==> src/rtl/core/ssss_pkg.sv <==
// ----------------------------------------------------------------------------
// ssss_pkg - shared types and constants of the seven-segment scan serializer
// Digit record, frame geometry and the segment pattern table.
// ----------------------------------------------------------------------------
package ssss_pkg;

  localparam int VALUE_W    = 14;
  localparam int DIGIT_W    = 4;
  localparam int FRAME_BITS = 24;
  localparam int POS_W      = 5;
  localparam int ROW_W      = 4;
  localparam int MASK_W     = 8;
  localparam int SPLIT_LAT  = 7;   // register stages in the digit split

  localparam logic [VALUE_W-1:0] MAX_VALUE = 14'd9999;
  localparam logic [7:0]         DP_BIT    = 8'h04;
  localparam logic [POS_W-1:0]   LAST_POS  = 5'd23;
  localparam logic [ROW_W-1:0]   ROW_FIRST = 4'd1;
  localparam logic [ROW_W-1:0]   ROW_LAST  = 4'd8;

  typedef struct packed {
    logic [DIGIT_W-1:0] thousands;
    logic [DIGIT_W-1:0] hundreds;
    logic [DIGIT_W-1:0] tens;
    logic [DIGIT_W-1:0] units;
  } digits_t;

  typedef struct packed {
    logic load_ready;
    logic busy;
  } ser_status_t;

  function automatic logic [7:0] seg_pattern(input logic [DIGIT_W-1:0] d);
    logic [7:0] p;
    case (d)
      4'd0:    p = 8'hF9;
      4'd1:    p = 8'h81;
      4'd2:    p = 8'hBA;
      4'd3:    p = 8'hAB;
      4'd4:    p = 8'hC3;
      4'd5:    p = 8'h6B;
      4'd6:    p = 8'h7B;
      4'd7:    p = 8'hA1;
      4'd8:    p = 8'hFB;
      4'd9:    p = 8'hEB;
      default: p = 8'h00;
    endcase
    return p;
  endfunction

endpackage

==> src/rtl/core/ssss_digit_split.sv <==
// ----------------------------------------------------------------------------
// ssss_digit_split - pipelined decimal digit split
// Saturates a value to 9999 and peels off four decimal digits, one constant
// reciprocal multiply or one multiply-subtract per stage.
// ----------------------------------------------------------------------------
module ssss_digit_split (
  input  logic                            clk,
  input  logic                            en,
  input  logic [ssss_pkg::VALUE_W-1:0]    value,
  output ssss_pkg::digits_t               digits
);

  localparam int DW = ssss_pkg::DIGIT_W;

  // stage 1: saturated value
  logic [13:0]   v1_r, v1_nxt;
  // stage 2: thousands
  logic [13:0]   v2_r;
  logic [DW-1:0] t2_r, t2_nxt;
  logic [27:0]   prod_t;
  // stage 3: remainder below 1000
  logic [DW-1:0] t3_r;
  logic [9:0]    r3_r, r3_nxt;
  logic [13:0]   diff_t;
  // stage 4: hundreds
  logic [DW-1:0] t4_r, h4_r, h4_nxt;
  logic [9:0]    r4_r;
  logic [15:0]   prod_h;
  // stage 5: remainder below 100
  logic [DW-1:0] t5_r, h5_r;
  logic [6:0]    r5_r, r5_nxt;
  logic [9:0]    diff_h;
  // stage 6: tens
  logic [DW-1:0] t6_r, h6_r, n6_r, n6_nxt;
  logic [6:0]    r6_r;
  logic [14:0]   prod_n;
  // stage 7: units
  logic [DW-1:0] t7_r, h7_r, n7_r, u7_r, u7_nxt;
  logic [6:0]    diff_n;

  always_comb begin
    v1_nxt = (value > ssss_pkg::MAX_VALUE) ? ssss_pkg::MAX_VALUE : value;
    prod_t = {14'd0, v1_r} * 28'd8389;
    t2_nxt = prod_t[26:23];
    diff_t = v2_r - ({10'd0, t2_r} * 14'd1000);
    r3_nxt = diff_t[9:0];
    prod_h = {6'd0, r3_r} * 16'd41;
    h4_nxt = prod_h[15:12];
    diff_h = r4_r - ({6'd0, h4_r} * 10'd100);
    r5_nxt = diff_h[6:0];
    prod_n = {8'd0, r5_r} * 15'd205;
    n6_nxt = prod_n[14:11];
    diff_n = r6_r - ({3'd0, n6_r} * 7'd10);
    u7_nxt = diff_n[3:0];
  end

  always_ff @(posedge clk) begin
    if (en) begin
      v1_r <= v1_nxt;
      v2_r <= v1_r;
      t2_r <= t2_nxt;
      t3_r <= t2_r;
      r3_r <= r3_nxt;
      t4_r <= t3_r;
      h4_r <= h4_nxt;
      r4_r <= r3_r;
      t5_r <= t4_r;
      h5_r <= h4_r;
      r5_r <= r5_nxt;
      t6_r <= t5_r;
      h6_r <= h5_r;
      n6_r <= n6_nxt;
      r6_r <= r5_r;
      t7_r <= t6_r;
      h7_r <= h6_r;
      n7_r <= n6_r;
      u7_r <= u7_nxt;
    end
  end

  assign digits.thousands = t7_r;
  assign digits.hundreds  = h7_r;
  assign digits.tens      = n7_r;
  assign digits.units     = u7_r;

endmodule

==> src/rtl/core/ssss_frame_build.sv <==
// ----------------------------------------------------------------------------
// ssss_frame_build - row frame assembly
// Picks the masked segment bit of every digit and packs mask, byte2, byte3.
// ----------------------------------------------------------------------------
module ssss_frame_build (
  input  ssss_pkg::digits_t                 disp_one,
  input  ssss_pkg::digits_t                 disp_two,
  input  ssss_pkg::digits_t                 disp_three,
  input  logic [ssss_pkg::MASK_W-1:0]       row_mask,
  output logic [ssss_pkg::FRAME_BITS-1:0]   frame
);

  // bit order per display: thousands, hundreds, tens, units
  function automatic logic [3:0] lit_bits(input ssss_pkg::digits_t d,
                                          input logic [7:0] m);
    logic [3:0] b;
    b[0] = |(ssss_pkg::seg_pattern(d.thousands) & m);
    b[1] = |((ssss_pkg::seg_pattern(d.hundreds) | ssss_pkg::DP_BIT) & m);
    b[2] = |(ssss_pkg::seg_pattern(d.tens) & m);
    b[3] = |(ssss_pkg::seg_pattern(d.units) & m);
    return b;
  endfunction

  logic [3:0] b_one, b_two, b_three;
  logic [7:0] byte2, byte3;

  always_comb begin
    b_one   = lit_bits(disp_one, row_mask);
    b_two   = lit_bits(disp_two, row_mask);
    b_three = lit_bits(disp_three, row_mask);
    byte3   = {b_two[3], b_two[0], b_two[1], b_two[2], b_one[3:0]};
    byte2   = {b_three[3], b_three[0], b_three[1], b_three[2], 4'b0000};
    frame   = {row_mask, byte2, byte3};
  end

endmodule

==> src/rtl/core/ssss_serializer.sv <==
// ----------------------------------------------------------------------------
// ssss_serializer - frame shifter
// Holds one frame and sends it MSB first, one item per accepted cycle.
// ----------------------------------------------------------------------------
module ssss_serializer (
  input  logic                              clk,
  input  logic                              rst_n,
  input  logic                              load,
  input  logic [ssss_pkg::FRAME_BITS-1:0]   frame,
  output ssss_pkg::ser_status_t             status,
  output logic                              out_valid,
  input  logic                              out_ready,
  output logic                              out_serial_bit,
  output logic [ssss_pkg::POS_W-1:0]        out_bit_position,
  output logic                              out_latch_strobe
);

  localparam int FB = ssss_pkg::FRAME_BITS;

  logic [FB-1:0]               frame_r, frame_nxt;
  logic [ssss_pkg::POS_W-1:0]  pos_r, pos_nxt;
  logic                        busy_r, busy_nxt;
  logic                        take, last;

  assign last              = (pos_r == ssss_pkg::LAST_POS);
  assign take              = busy_r && out_ready;
  assign status.busy       = busy_r;
  assign status.load_ready = !busy_r || (out_ready && last);

  always_comb begin
    frame_nxt = frame_r;
    pos_nxt   = pos_r;
    busy_nxt  = busy_r;
    if (take) begin
      frame_nxt = {frame_r[FB-2:0], 1'b0};
      pos_nxt   = pos_r + 1'b1;
      if (last) begin
        busy_nxt = 1'b0;
      end
    end
    if (load) begin
      frame_nxt = frame;
      pos_nxt   = '0;
      busy_nxt  = 1'b1;
    end
  end

  always_ff @(posedge clk) begin
    if (!rst_n) begin
      busy_r <= 1'b0;
      pos_r  <= '0;
    end else begin
      busy_r <= busy_nxt;
      pos_r  <= pos_nxt;
    end
    frame_r <= frame_nxt;
  end

  assign out_valid        = busy_r;
  assign out_serial_bit   = frame_r[FB-1];
  assign out_bit_position = pos_r;
  assign out_latch_strobe = last;

endmodule

==> src/rtl/core/seven_segment_scan_serializer_unit.sv <==
// ----------------------------------------------------------------------------
// seven_segment_scan_serializer_unit - multiplexed seven-segment scan driver
// Turns one scan tick of three display values into a 24-bit serial frame.
// ----------------------------------------------------------------------------
// Each input item carries three display values (saturated to 9999). After a
// fixed seven-stage digit split the item's frame is built against the next
// row of the scan (row counter 1..8, first tick after reset drives row 2)
// and sent MSB first as 24 result items: row mask, byte2, byte3, the last
// item flagged as the latch strobe. The shifter sends one bit per accepted
// cycle and loads the next frame only when idle or as the last bit of the
// current one is taken. An accepted item passes the seven split stages
// and its frame is then loaded into the shifter registers that drive the
// output. Input items are taken in every cycle while the split pipeline
// can move; up to seven items queue in it while a frame is still going out.
// ----------------------------------------------------------------------------
module seven_segment_scan_serializer_unit (
  input  logic                              clk,
  input  logic                              rst_n,
  input  logic                              in_valid,
  output logic                              in_ready,
  input  logic [ssss_pkg::VALUE_W-1:0]      in_display_one,
  input  logic [ssss_pkg::VALUE_W-1:0]      in_display_two,
  input  logic [ssss_pkg::VALUE_W-1:0]      in_display_three,
  output logic                              out_valid,
  input  logic                              out_ready,
  output logic                              out_serial_bit,
  output logic [ssss_pkg::POS_W-1:0]        out_bit_position,
  output logic                              out_latch_strobe
);

  localparam int LAT = ssss_pkg::SPLIT_LAT;

  // item valid along the split pipeline
  logic [LAT-1:0]                  vld_r, vld_nxt;
  logic                            en;
  logic                            frame_take;

  // scan row
  logic [ssss_pkg::ROW_W-1:0]      row_r, row_nxt;
  logic [ssss_pkg::ROW_W:0]        row_inc;
  logic [ssss_pkg::ROW_W-1:0]      row_sel;
  logic [ssss_pkg::MASK_W-1:0]     row_mask;

  ssss_pkg::digits_t               dig_one, dig_two, dig_three;
  logic [ssss_pkg::FRAME_BITS-1:0] frame;
  ssss_pkg::ser_status_t           ser_st;

  // whole split pipeline moves together; it stalls only when its last
  // stage holds an item the shifter cannot take yet
  assign frame_take = vld_r[LAT-1] && ser_st.load_ready;
  assign en         = !vld_r[LAT-1] || frame_take;
  assign in_ready   = en;

  always_comb begin
    vld_nxt = vld_r;
    if (en) begin
      vld_nxt = {vld_r[LAT-2:0], in_valid};
    end
  end

  // row advances before use; out-of-range wraps to the first row
  always_comb begin
    row_inc = {1'b0, row_r} + 1'b1;
    if (row_inc == '0 || row_inc > {1'b0, ssss_pkg::ROW_LAST}) begin
      row_sel = ssss_pkg::ROW_FIRST;
    end else begin
      row_sel = row_inc[ssss_pkg::ROW_W-1:0];
    end
    row_mask = ssss_pkg::MASK_W'(1) << (row_sel - 1'b1);
    row_nxt  = frame_take ? row_sel : row_r;
  end

  always_ff @(posedge clk) begin
    if (!rst_n) begin
      vld_r <= '0;
      row_r <= ssss_pkg::ROW_FIRST;
    end else begin
      vld_r <= vld_nxt;
      row_r <= row_nxt;
    end
  end

  ssss_digit_split u_split_one (
    .clk    (clk),
    .en     (en),
    .value  (in_display_one),
    .digits (dig_one)
  );

  ssss_digit_split u_split_two (
    .clk    (clk),
    .en     (en),
    .value  (in_display_two),
    .digits (dig_two)
  );

  ssss_digit_split u_split_three (
    .clk    (clk),
    .en     (en),
    .value  (in_display_three),
    .digits (dig_three)
  );

  ssss_frame_build u_frame (
    .disp_one   (dig_one),
    .disp_two   (dig_two),
    .disp_three (dig_three),
    .row_mask   (row_mask),
    .frame      (frame)
  );

  ssss_serializer u_ser (
    .clk              (clk),
    .rst_n            (rst_n),
    .load             (frame_take),
    .frame            (frame),
    .status           (ser_st),
    .out_valid        (out_valid),
    .out_ready        (out_ready),
    .out_serial_bit   (out_serial_bit),
    .out_bit_position (out_bit_position),
    .out_latch_strobe (out_latch_strobe)
  );

  // strobe marks the final bit of the frame and nothing else
  a_strobe_last: assert property (@(posedge clk) disable iff (!rst_n)
    out_valid |-> (out_latch_strobe == (out_bit_position == ssss_pkg::LAST_POS)))
    else $error("latch strobe off the last bit");

  // a frame is never cut short: a taken mid-frame bit is followed by the next
  a_frame_cont: assert property (@(posedge clk) disable iff (!rst_n)
    out_valid && out_ready && !out_latch_strobe |=>
      out_valid && (out_bit_position == $past(out_bit_position) + 1'b1))
    else $error("frame broken off");

  // row counter stays within the eight scan rows
  a_row_range: assert property (@(posedge clk) disable iff (!rst_n)
    (row_r >= ssss_pkg::ROW_FIRST) && (row_r <= ssss_pkg::ROW_LAST))
    else $error("row counter out of range");

  // an accepted item enters the split pipeline
  a_enter: assert property (@(posedge clk) disable iff (!rst_n)
    in_valid && in_ready |=> vld_r[0])
    else $error("accepted item lost");

endmodule
==> config.mk <==
export PLATFORM = sky130hd
export DESIGN_NAME = seven_segment_scan_serializer_unit
export DESIGN_NICKNAME = d
export VERILOG_FILES = /design/src/rtl/core/ssss_pkg.sv /design/src/rtl/core/ssss_digit_split.sv /design/src/rtl/core/ssss_frame_build.sv /design/src/rtl/core/ssss_serializer.sv /design/src/rtl/core/seven_segment_scan_serializer_unit.sv
export SDC_FILE = /design/constraint.sdc
export NUM_CORES = 1
export LEC_CHECK = 0
export BUFFER_PORTS_ARGS = -buffer_cell sky130_fd_sc_hd__buf_4
export CAP_MARGIN = 20
export CORE_AREA = 4 4 219 221
export CTS_CLUSTER_SIZE = 16
export DETAILED_ROUTE_END_ITERATION = 10
export DIE_AREA = 0 0 223 225
export PLACE_DENSITY_LB_ADDON = 0.08
export RECOVER_POWER = 50
export SYNTH_ARGS = -nofsm -noshare
export SYNTH_HDL_FRONTEND = slang
export SYNTH_SLANG_ARGS = --single-unit
==> constraint.sdc <==
create_clock -name clk -period 13 [get_ports clk]
set_clock_uncertainty 0.05 [all_clocks]
set_input_delay 0.65 -clock clk [delete_from_list [all_inputs] [get_ports clk]]
set_output_delay 0.65 -clock clk [all_outputs]
set_load 0.02 [all_outputs]
Yosys cells after proc, flatten, opt, wreduce, memory -nomap -nowiden
Memory sizes are Yosys's and may differ from the RTL's. A register that Yosys moved wholly into a read port is not among the register bits. Cells that the tools add are included.

Register bits after elaboration: 353. Memory bits (read-only): 1344. Input port bits: 46. Output and inout port bits: 9. Logic and storage cells: 167. Memories kept: 12.

Memories: (no name shown) (depth 16, bits a word 7, rd ports 1, clocked after memory_dff 1, wr ports 0, line ssss_pkg.sv:35) `case (d)`; (no name shown) (depth 16, bits a word 7, rd ports 1, clocked after memory_dff 1, wr ports 0, line ssss_pkg.sv:35); (no name shown) (depth 16, bits a word 7, rd ports 1, clocked after memory_dff 1, wr ports 0, line ssss_pkg.sv:35); (no name shown) (depth 16, bits a word 7, rd ports 1, clocked after memory_dff 1, wr ports 0, line ssss_pkg.sv:35); (no name shown) (depth 16, bits a word 7, rd ports 1, clocked after memory_dff 1, wr ports 0, line ssss_pkg.sv:35); (no name shown) (depth 16, bits a word 7, rd ports 1, clocked after memory_dff 1, wr ports 0, line ssss_pkg.sv:35); +6 memories.

$add $sub $neg: 12. $mul: 18. Magnitude comparators: 4. Eq/ne operators: 1. Shift-type cells: 1. Muxes and demuxes: 18. Bitwise logic cells: 13. Reduce and logical (&&, ||, !) cells: 25.

Operator list (count): $and 8x8->8 (12); $reduce_or 8->1 (12); $mul 14x14->27 const B (3); $mux 4 (13); $mul 10x6->16 const B (3); $mux 24 (2); $mul 7x8->15 const B (3); $gt 14x14->1 const B (3); $sub 10x10->10 (3); $mul 4x7->7 const B (3); $sub 7x7->7 (3); $mul 4x5->5 const B (3); $mul 4x3->3 const B (3); $sub 4x4->4 (3); $shl 1x4->8 const A (1); $add 4x1->5 const B (1); $add 5x1->5 const B (1); $eq 5x5->1 const B (1); $gt 5x4->1 const B (1); $logic_not 5->1 (1); $reduce_bool 2->1 (2); $sub 4x1->4 const B (1); $logic_and 1x1->1 (3); $logic_or 1x1->1 (3); 5 further kinds (8).

Logic depth before layout (Yosys ltp)
Gate-level depths: netlist of the first run.

Word-level depth: 9. Depth in mapped cells: 18. Gate-level depth less buffers: 18.

Modules after synthesis
A second synthesis of the first run with hierarchy kept.

Cell total of the unflattened synthesis: 2381. Area total of the unflattened synthesis: 27508.9 µm².

Modules (own cells, without submodules): ssss_digit_split (u_split_three) (instances 1, cells an instance 623, area an instance 7726.2 µm², sequential area each 3123.0 µm²); ssss_digit_split (u_split_one) (instances 1, cells an instance 611, area an instance 7683.6 µm², sequential area each 3123.0 µm²); ssss_digit_split (u_split_two) (instances 1, cells an instance 588, area an instance 7543.5 µm², sequential area each 3123.0 µm²); ssss_frame_build (instances 1, cells an instance 373, area an instance 2512.4 µm², sequential area each 0.0 µm²); ssss_serializer (instances 1, cells an instance 84, area an instance 1273.7 µm², sequential area each 840.8 µm²); seven_segment_scan_serializer_unit (instances 1, cells an instance 102, area an instance 769.5 µm², sequential area each 220.2 µm²).

Worst setup path after synthesis of the first run
OpenSTA, ideal clock, no wires.

Path type: reg-to-reg. From: register u_ser.pos_r, in the netlist u_ser.out_bit_position[0]. To: register with a tool-made name. Setup time: 0.117 ns. Arrival time: 6.945 ns. Required time: 12.833 ns. Setup slack: 5.889 ns. Cell stages (with the launch flop): 12. Path buffers: 4. Period minus slack after synthesis: 7.111 ns. Cells stage by stage: dfxtp_1 -> ha_1 -> and4b_1 -> a211o_1 -> buf_2 -> buf_2 -> buf_2 -> buf_2 -> mux2_2 -> inv_1 -> ha_1 -> a22o_1.

RTL lines: from (decl) (line ssss_serializer.sv:21) `logic [ssss_pkg::POS_W-1:0] pos_r, pos_nxt;`; from (signal assigned) (line ssss_serializer.sv:54) `pos_r <= pos_nxt;`.

==> results.yml, run 1 <==
status:
  outcome: "finished, violations left"
  violations: "max-capacitance violations, max-slew violations"
sta:
  finalSetupViolations: 0
  max_slew.worst_pin.slew_ns: 3.48
  hold_viol: 0
  post-route-min-period_ns: 7.61
  rsz0062_at_grt: "no"
  drv_slew: 124
  max_freq_mhz: 131
  finalCritPeriodShare_pct: 58.5
  slew_headroom_pct: -132
  fin_tns_setup_ns: 0
cells_and_area:
  fin_nets: 3392
  nFillCells: 3281
  utilization_pct: 70.3
  seq_area_mm2: 0.0121
  multi_input_area_mm2: 0.0159
  final_area_mm2: 0.0325
  drive_gt1_share_pct: 6.56
  num_antenna_cells: 0
  layout.cells.non_filler: 3260
  area_delta_synth_final_pct: 9.56
clocking:
  cts_buffers: 49
  cts_resized: 0
  clk_pin_slew_ns: 0.06
  cts_tree: "done"
  postCtsSetupRepairBufs: 0
  clk_root_buffer_cell: "clkbuf_16"
  cts.sinks: 437
  htree_levels: 2
  clockBufferDepth: 3
  worstSkewPairLatency_ns: 0.59
  holdBufCountCts: 0
synthesis:
  synth_flop_cell: "edfxtp_1"
  ys_seq_elements: 437
  yosysMostFrequentCell: "ha_1"
  yosys_warnings: 0
  yosysSeqAreaShare_pct: 40.7
  async_reset_ff_share_pct: 0
  syn-cell-area_mm2: 0.0296
  syn_area_per_cell_um2: 11.7
  syn_nets: 3315
  ys_top_cells_by_count: "614 x ha_1, 407 x inv_1, 332 x edfxtp_1"
  yosys.area.top_type: "edfxtp_1"
  synth_edf_count: 332
  synth_top_area_share_pct: 33.6
  synthTopCellsByArea: "edfxtp_1 34%, ha_1 26%, fa_1 8.1%"
  synth_cell_types: 63
  postSynthCellCount: 2535
floorplanning:
  die_x_um: 223
  start_util_pct: 64.2
  fp.dieH_um: 225
  rows: 79
  ioPinCount: 55
  dieArea_mm2: 0.0502
  core_area_mm2: 0.0462
setup_path:
  r2r-start: "u_ser.out_bit_position[0]"
  cp.arrival_ns: 8.01
  end_kind: "register"
  path_class: "reg2reg"
  required_ns: 13.40
  cp-start-kind: "register"
  ff2ff_setup_slack_ns: 5.39
  r2r_cells: 10
  path_max_fanout: 68
detailed_routing:
  first_pass_iters: 5
  routed.top_layer: "met4"
  met3_length_um: 1880
  drt-wirelength-per-cell_um: 15.2
  drc: 0
  antenna_left: 0
  initialDrtViolationCount: 801
  m1WireLength_um: 22500
  via_count: 17900
  vias_per_cell: 5.50
  routed_wl_um: 49600
  wl_met2_um: 24200
grt:
  grt_pass1_wl_um: 85700
  gr-total-overflow: 0
  grt_usage_pct: 20.2
  grt_max_degree: 126
  grt_pass1_vias: 18400
  antenna_found_initial: 0
worst_hold_path:
  worstHoldPathCells: 2
  hold_end: "row_r[0]"
  hp-start: "rst_n"
  hp-class: "in2reg"
run:
  drv_cap: 2
place:
  hpwl_um: 37000
  gp_congestion: 0.852
  dpl_cell_area_mm2: 0.0307
  post-place-cells: 3167
  io_buffers: 54
pwr:
  peakVddDrop_mv: 0.162
  leakage_nw: 15.8
  p_per_area_mw_per_mm2: 264
worst max-delay path by stage:
stage               cells past startpoint                  end  slack [ns]                       from
floorplan                              11             register        5.89  u_ser.out_bit_position[0]
global placement                       16  u_split_one.t2_r[2]        8.02        u_split_one.v1_r[5]
detailed placement                     16  u_split_one.t2_r[2]        8.00        u_split_one.v1_r[4]
CTS                                    16  u_split_one.t2_r[2]        7.99        u_split_one.v1_r[4]
global route                           10             register        4.49  u_ser.out_bit_position[0]
finish                                 10             register        5.39  u_ser.out_bit_position[0]
cell type report:
| type | count | share of cell area [%] |
|---|---|---|
| Multi-Input combinational cell | 1652 | 48.9 |
| Sequential cell | 437 | 37.2 |
| Inverter | 407 | 4.70 |
| Clock buffer | 65 | 4.44 |
| Tap cell | 607 | 2.34 |
| Timing Repair Buffer | 65 | 1.37 |
| Clock inverter | 27 | 1.11 |
metrics by stage:
step	worst slack (ns)	hold WS (ns)	power, mW
after floorplan	5.89	0.350	6.02
after global placement	8.02	0.350	6.83
after detailed placement	8.00	0.355	7.08
after CTS	7.99	0.168	8.67
after global routing	4.49	0.240	9.58
final	5.39	0.257	8.56
cells by family after synthesis:
group | after synthesis | share of synthesized area [%]
buffers and inverters | 446 | 5.75
adders and majority gates | 734 | 34.0
muxes | 63 | 2.25
and+or+nand+nor | 370 | 5.97
DFF | 437 | 40.7
AOI/OAI and AO/OA | 386 | 8.35
xor gates and xnor gates | 99 | 2.93
critical path: stages (launching register included):
cell and delay (ns):
dfxtp_1 0.40, ha_1 0.22, and4b_1 0.25, a211o_1 1.70, clkbuf_1 2.56, buf_4 0.98, mux2i_1 0.60, ha_1 0.25
nor2b_1 0.05, o21ai_0 0.21, o21ai_0 0.13
cell usage in the layout, fill, tap and decap left out, drive strengths merged, types with 7 or more instances in the layout:
cell    netlist  layout
inv         407     413
xnor2        79      79
dfxtp       105     105
clkinv        0      11
a21oi        97      97
nand3        27      27
clkbuf       24      84
edfxtp      332     332
o22ai        21      21
a21o         33      33
mux2i        41      41
and2         19      19
o31ai         9       9
nand2b       29      29
ha          614     614
nor4          8       8
nor2b        35      35
a211oi        9       9
a41oi         9       9
mux2         22      22
buf          15      46
a22o         23      23
nand2       122     122
nand4        10      10
o21ai        91      91
bufinv        0       7
xor2         20      20
a31oi        18      18
a221oi       12      12
nor3         21      21
nor2         80      80
fa          120     120
o21a         21      21
power breakdown:
group	switching [mW]	internal, mW	leakage, nW
clock	0.573	0.926	0.887
sequential	0.243	2.13	4.37
combinational	2.52	2.17	10.5
per-layer routing:
layer | up-vias | global-route usage, %
met4 | 0 | 5.21
met5 | - | 0
met2 | 264 | 35.3
li1 | 9020 | -
met1 | 8542 | 26.7
met3 | 90 | 3.20
(Power assumes the default switching activity.)
==> run 2: changes to the inputs <==
Settings changed: ABC_AREA set to 1, CORE_AREA 4 4 219 221 to 4 4 237 239, DIE_AREA 0 0 223 225 to 0 0 241 243.
Clock period 13 ns to 6.3 ns, I/O delays scaled along.
==> results.yml, run 2 <==
setup_path:
  cp.arrival_ns: 4.95
  required_ns: 6.67
  path_class: "reg2reg"
  r2r_cells: 21
  r2r-start: "u_split_three.v1_r[12]"
  ff2ff_setup_slack_ns: 1.72
  cp-start-kind: "register"
  path_max_fanout: 6
  end_kind: "register"
  rr_endpoint: "u_split_three.t2_r[3]"
floorplanning:
  rows: 85
  core_area_mm2: 0.0538
  dieArea_mm2: 0.0586
  fp.dieH_um: 243
  ioPinCount: 55
  start_util_pct: 57.9
  die_x_um: 241
detailed_routing:
  routed_wl_um: 56400
  first_pass_iters: 7
  drc: 0
  drt-wirelength-per-cell_um: 14.5
  via_count: 20500
  antenna_left: 0
  vias_per_cell: 5.26
  initialDrtViolationCount: 837
synthesis:
  async_reset_ff_share_pct: 0
  synth_top_area_share_pct: 32.0
  synth_xor_area_share_pct: 2.73
  ys_top_cells_by_count: "614 x ha_1, 505 x nand2_1, 478 x inv_1"
  synth_edf_count: 332
  synthAdderAreaFrac_pct: 32.4
  synth_simple_gate_area_share_pct: 12.8
  yosys_warnings: 0
  yosysMostFrequentCell: "ha_1"
  synth_compound_area_share_pct: 6.52
  synth_flop_cell: "edfxtp_1"
  postSynthCellCount: 3054
  syn_area_per_cell_um2: 10.2
  ys_seq_elements: 437
  synth_top_family_by_area: "adder cells"
  yosysSeqAreaShare_pct: 38.7
  syn_nets: 3834
  synthTopCellsByArea: "edfxtp_1 32%, ha_1 25%, fa_1 7.7%"
  synthMuxAreaShare_pct: 0
  syn-cell-area_mm2: 0.0312
  yosys.area.top_type: "edfxtp_1"
  synth_cell_types: 56
sta:
  hold_viol: 0
  max_slew.worst_pin.slew_ns: 1.70
  slew_headroom_pct: -13.4
  max_freq_mhz: 218
  post-route-min-period_ns: 4.58
  drv_slew: 36
  rsz0062_at_grt: "no"
  finalSetupViolations: 0
  fin_tns_setup_ns: 0
  finalCritPeriodShare_pct: 72.7
clocking:
  cts_tree: "done"
  cts_resized: 0
  clockBufferDepth: 3
  cts_buffers: 50
  clk_pin_slew_ns: 0.07
  clk_root_buffer_cell: "clkbuf_16"
  htree_levels: 2
  cts.sinks: 437
  worstSkewPairLatency_ns: 0.59
cells_and_area:
  drive_gt1_share_pct: 6.89
  final_common_cell: "ha_1"
  layout.cells.non_filler: 3902
  num_antenna_cells: 0
  area_delta_synth_final_pct: 9.71
  nFillCells: 4279
  seq_area_mm2: 0.0121
  multi_input_area_mm2: 0.0169
  final_cell_mix: "614 x ha_1, 506 x nand2_1, 478 x inv_1"
  fin_nets: 3949
worst_hold_path:
  hp-start: "in_display_one[6]"
  hp-class: "in2reg"
  hold_end: "u_split_one.v1_r[6]"
  worstHoldPathCells: 3
grt:
  grt_max_degree: 190
  grt_usage_pct: 19.9
  grt_pass1_wl_um: 97800
  gr-total-overflow: 0
  grt_pass1_vias: 21200
  antenna_found_initial: 0
place:
  io_buffers: 54
  gp_congestion: 0.846
  post-place-cells: 3773
  hpwl_um: 42200
run:
  drv_cap: 1
status:
  violations: "max-capacitance violations, max-slew violations"
  outcome: "finished, violations left"
-- run 2: cell types whose count changed after synthesis, moves of 30 or more --
cell,before,now
nor2_1,80,136
xor2_1,20,51
nor2b_1,35,0
xnor2_1,79,46
inv_1,407,478
nand2_1,122,505
or2_1,0,32
mux2i_1,39,0
inv_2,0,30
nand3_1,27,105
-- run 2: cell type report --
type	count	share of cell area [%]
multi-input combinational	2072	49.5
sequential	437	35.3
timing repair buffer	99	2.32
clock buffer	63	3.99
inverter	509	5.64
tap	696	2.55
clock inverter	26	0.714
-- run 2: per-layer routing --
layer	vias to the layer above	GRT usage [%]	share of wire, %
met5	-	0	0
met4	0	5.60	2.8
met3	107	2.86	2.8
met2	258	36.0	51
met1	9714	24.7	44
li1	10500	-	-
-- run 2: worst max path at each step --
stage	start	endpoint	slack [ns]	cells after the start
finish	u_split_three.v1_r[12]	u_split_three.t2_r[3]	1.72	21
detailed placement	u_split_two.v1_r[6]	u_split_two.t2_r[3]	1.74	16
global route	u_split_three.v1_r[12]	u_split_three.t2_r[3]	1.43	21
CTS	u_split_two.v1_r[6]	u_split_two.t2_r[3]	1.71	16
global placement	u_split_three.v1_r[12]	u_split_three.t2_r[3]	1.78	21
floorplan	u_ser.out_bit_position[0]	register	1.40	18
-- run 2: logic make-up after synthesis --
family,after synthesis
xor gates and xnor gates,97
DFF,437
adders and majority gates,734
and+or+nand+nor,900
AOI/OAI and AO/OA,341
buffers and inverters,545
-- run 2: per-stage QoR --
stage | setup WS (ns) | hold slack [ns] | utilization (%) | instance area [um2]
6_report | 1.72 | 0.0267 | 63.5 | 34200
5_1_grt | 1.43 | 0.00718 | 63.5 | 34200
4_1_cts | 1.71 | 0.00315 | 63.7 | 34300
3_5_place_dp | 1.74 | 0.355 | 59.9 | 32300
3_3_place_gp | 1.78 | 0.350 | 59.9 | 32300
2_1_floorplan | 1.40 | 0.350 | - | 31200
-- run 2: what timing repair did --
action	in CTS	in global routing
buffers inserted	0	0
hold buffers	39	0
hold endpoints to repair	45	0
-- run 2: worst max-delay path: stages (launching register included) --
cell and delay [ns]:
edfxtp_1 0.53, inv_1 0.20, ha_1 0.32, inv_1 0.04
ha_1 0.28, ha_1 0.27, inv_1 0.05, fa_1 0.54
inv_1 0.04, ha_1 0.29, ha_1 0.20, ha_1 0.34
nand2_1 0.10, nor2_1 0.19, inv_1 0.08, nor2_1 0.09
nor2_1 0.04, o21ai_0 0.10, a21oi_1 0.09, or2_2 0.28
nand3_1 0.08, xor2_1 0.20
Power of run 2 is not shown: default switching activity piles up to over one toggle a cycle in this logic, so the estimate is an artifact.
==> run 3: changes to the inputs <==
Settings changed: CORE_AREA 4 4 237 239 to 4 4 224 226, DIE_AREA 0 0 241 243 to 0 0 228 230.
Clock period 6.3 ns to 4.78 ns, I/O delays scaled along.
==> results.yml, run 3 (synthesized netlist as in run 2, its figures left out) <==
status:
  outcome: "finished, violations left"
  violations: "max-capacitance violations, max-slew violations"
sta:
  fin_tns_setup_ns: 0
  finalCritPeriodShare_pct: 95.5
  hold_viol: 0
  post-route-min-period_ns: 4.57
  rsz0062_at_grt: "no"
  drv_slew: 36
  max_slew.worst_pin.slew_ns: 1.77
  slew_headroom_pct: -18.3
  fin_ws_ns: 0.215
  max_freq_mhz: 219
  finalSetupViolations: 0
place:
  hpwl_um: 42500
  gp_congestion: 0.960
  io_buffers: 54
  dp_slack_ns: 0.284
grt:
  grt_max_degree: 222
  grt_pass1_wl_um: 99100
  antenna_found_initial: 0
  grt_usage_pct: 22.4
  gr-total-overflow: 0
  grt_pass1_vias: 21700
setup_path:
  max_stage_delay_ns: 0.53
  cp_cell_sequence: "inv_1, ha_1, inv_1, ha_1, ha_1, inv_1, fa_1, inv_1, ha_1, ha_1, ha_1, nand2_1, nor2_1, nand2_1, nor3_1, o21ai_0, a21oi_1, nand2b_1, xor2_1"
  cp.arrival_ns: 4.92
  required_ns: 5.13
  path_class: "reg2reg"
  cp-start-kind: "register"
  ff2ff_setup_slack_ns: 0.21
  path_max_fanout: 6
  end_kind: "register"
  crit_path_frequent_cell: "ha_1"
  cp_slowest_cell: "fa_1"
floorplanning:
  ioPinCount: 55
  rows: 81
  fp.dieH_um: 230
  core_area_mm2: 0.0483
  dieArea_mm2: 0.0524
  start_util_pct: 64.5
  die_x_um: 228
detailed_routing:
  first_pass_iters: 5
  drt-wirelength-per-cell_um: 14.9
  drc: 0
  routed_wl_um: 57000
  antenna_left: 0
  vias_per_cell: 5.41
  via_count: 20700
  initialDrtViolationCount: 926
clocking:
  clk_pin_slew_ns: 0.06
  clk_root_buffer_cell: "clkbuf_16"
  cts.sinks: 437
  worstSkewPairLatency_ns: 0.57
  htree_levels: 2
  cts_tree: "done"
  cts_resized: 0
  cts_buffers: 46
  clockBufferDepth: 3
cells_and_area:
  final_common_cell: "ha_1"
  num_antenna_cells: 0
  area_delta_synth_final_pct: 9.44
  drive_gt1_share_pct: 7.19
  final_cell_mix: "614 x ha_1, 506 x nand2_1, 478 x inv_1"
  fin_nets: 3957
run:
  drv_cap: 1
worst_hold_path:
  hp-class: "reg2reg"
## run 3: worst paths after layout
check / from / end / cells after the start
worst max-delay path: u_split_one.v1_r[12] / u_split_one.t2_r[3] / 19
worst min-delay path: u_split_three.t5_r[0] / u_split_three.t6_r[0] / 0
worst max register to register: u_split_one.v1_r[12] / u_split_one.t2_r[3] / 19
worst min register to register: u_split_three.t5_r[0] / u_split_three.t6_r[0] / 0
## run 3: timing repair
item | CTS | global route
endpoints found under the hold margin | 52 | 0
hold buffers | 46 | 0
setup buffers | 0 | 5
setup endpoints to repair | 0 | 2
## run 3: critical path: cells and delay by family, from the launching register on
| family | cells | cell delay, ns |
|---|---|---|
| AO/OA/AOI/OAI | 2 | 0.28 |
| flip-flops | 1 | 0.48 |
| adder cells (fa/ha/maj) | 7 | 2.34 |
| XOR/XNOR | 1 | 0.21 |
| buffers and inverters | 4 | 0.31 |
| AND/OR/NAND/NOR | 5 | 0.74 |
## run 3: cell type report
| type | instances | area (um2) |
|---|---|---|
| well taps | 622 | 778 |
| clock inverters | 31 | 238 |
| inverters | 509 | 1930 |
| repair buffers | 111 | 905 |
| multi-input cells | 2072 | 16900 |
| flip-flops and latches | 437 | 12100 |
| clock buffers | 54 | 1260 |
| fillers | 3610 | 14200 |
## run 3: through the flow
stage | instances | utilization, % | hold slack, ns | cell area (um2)
floorplan | 3054 | - | 0.350 | 31200
global placement | 3700 | 66.6 | 0.350 | 32200
detailed placement | 3700 | 66.6 | 0.355 | 32200
CTS | 3831 | 70.6 | 0.305 | 34100
global route | 3836 | 70.5 | 0.358 | 34100
finish | 3836 | 70.5 | 0.356 | 34100
## run 3: metal layers
layer  global-route usage (%)  share of wire, %
met1                     27.7                44
met3                     2.74               3.3
met4                     7.02               2.7
met2                     40.9                50
met5                        0                 0
Power of run 3 is left out for the same reason.
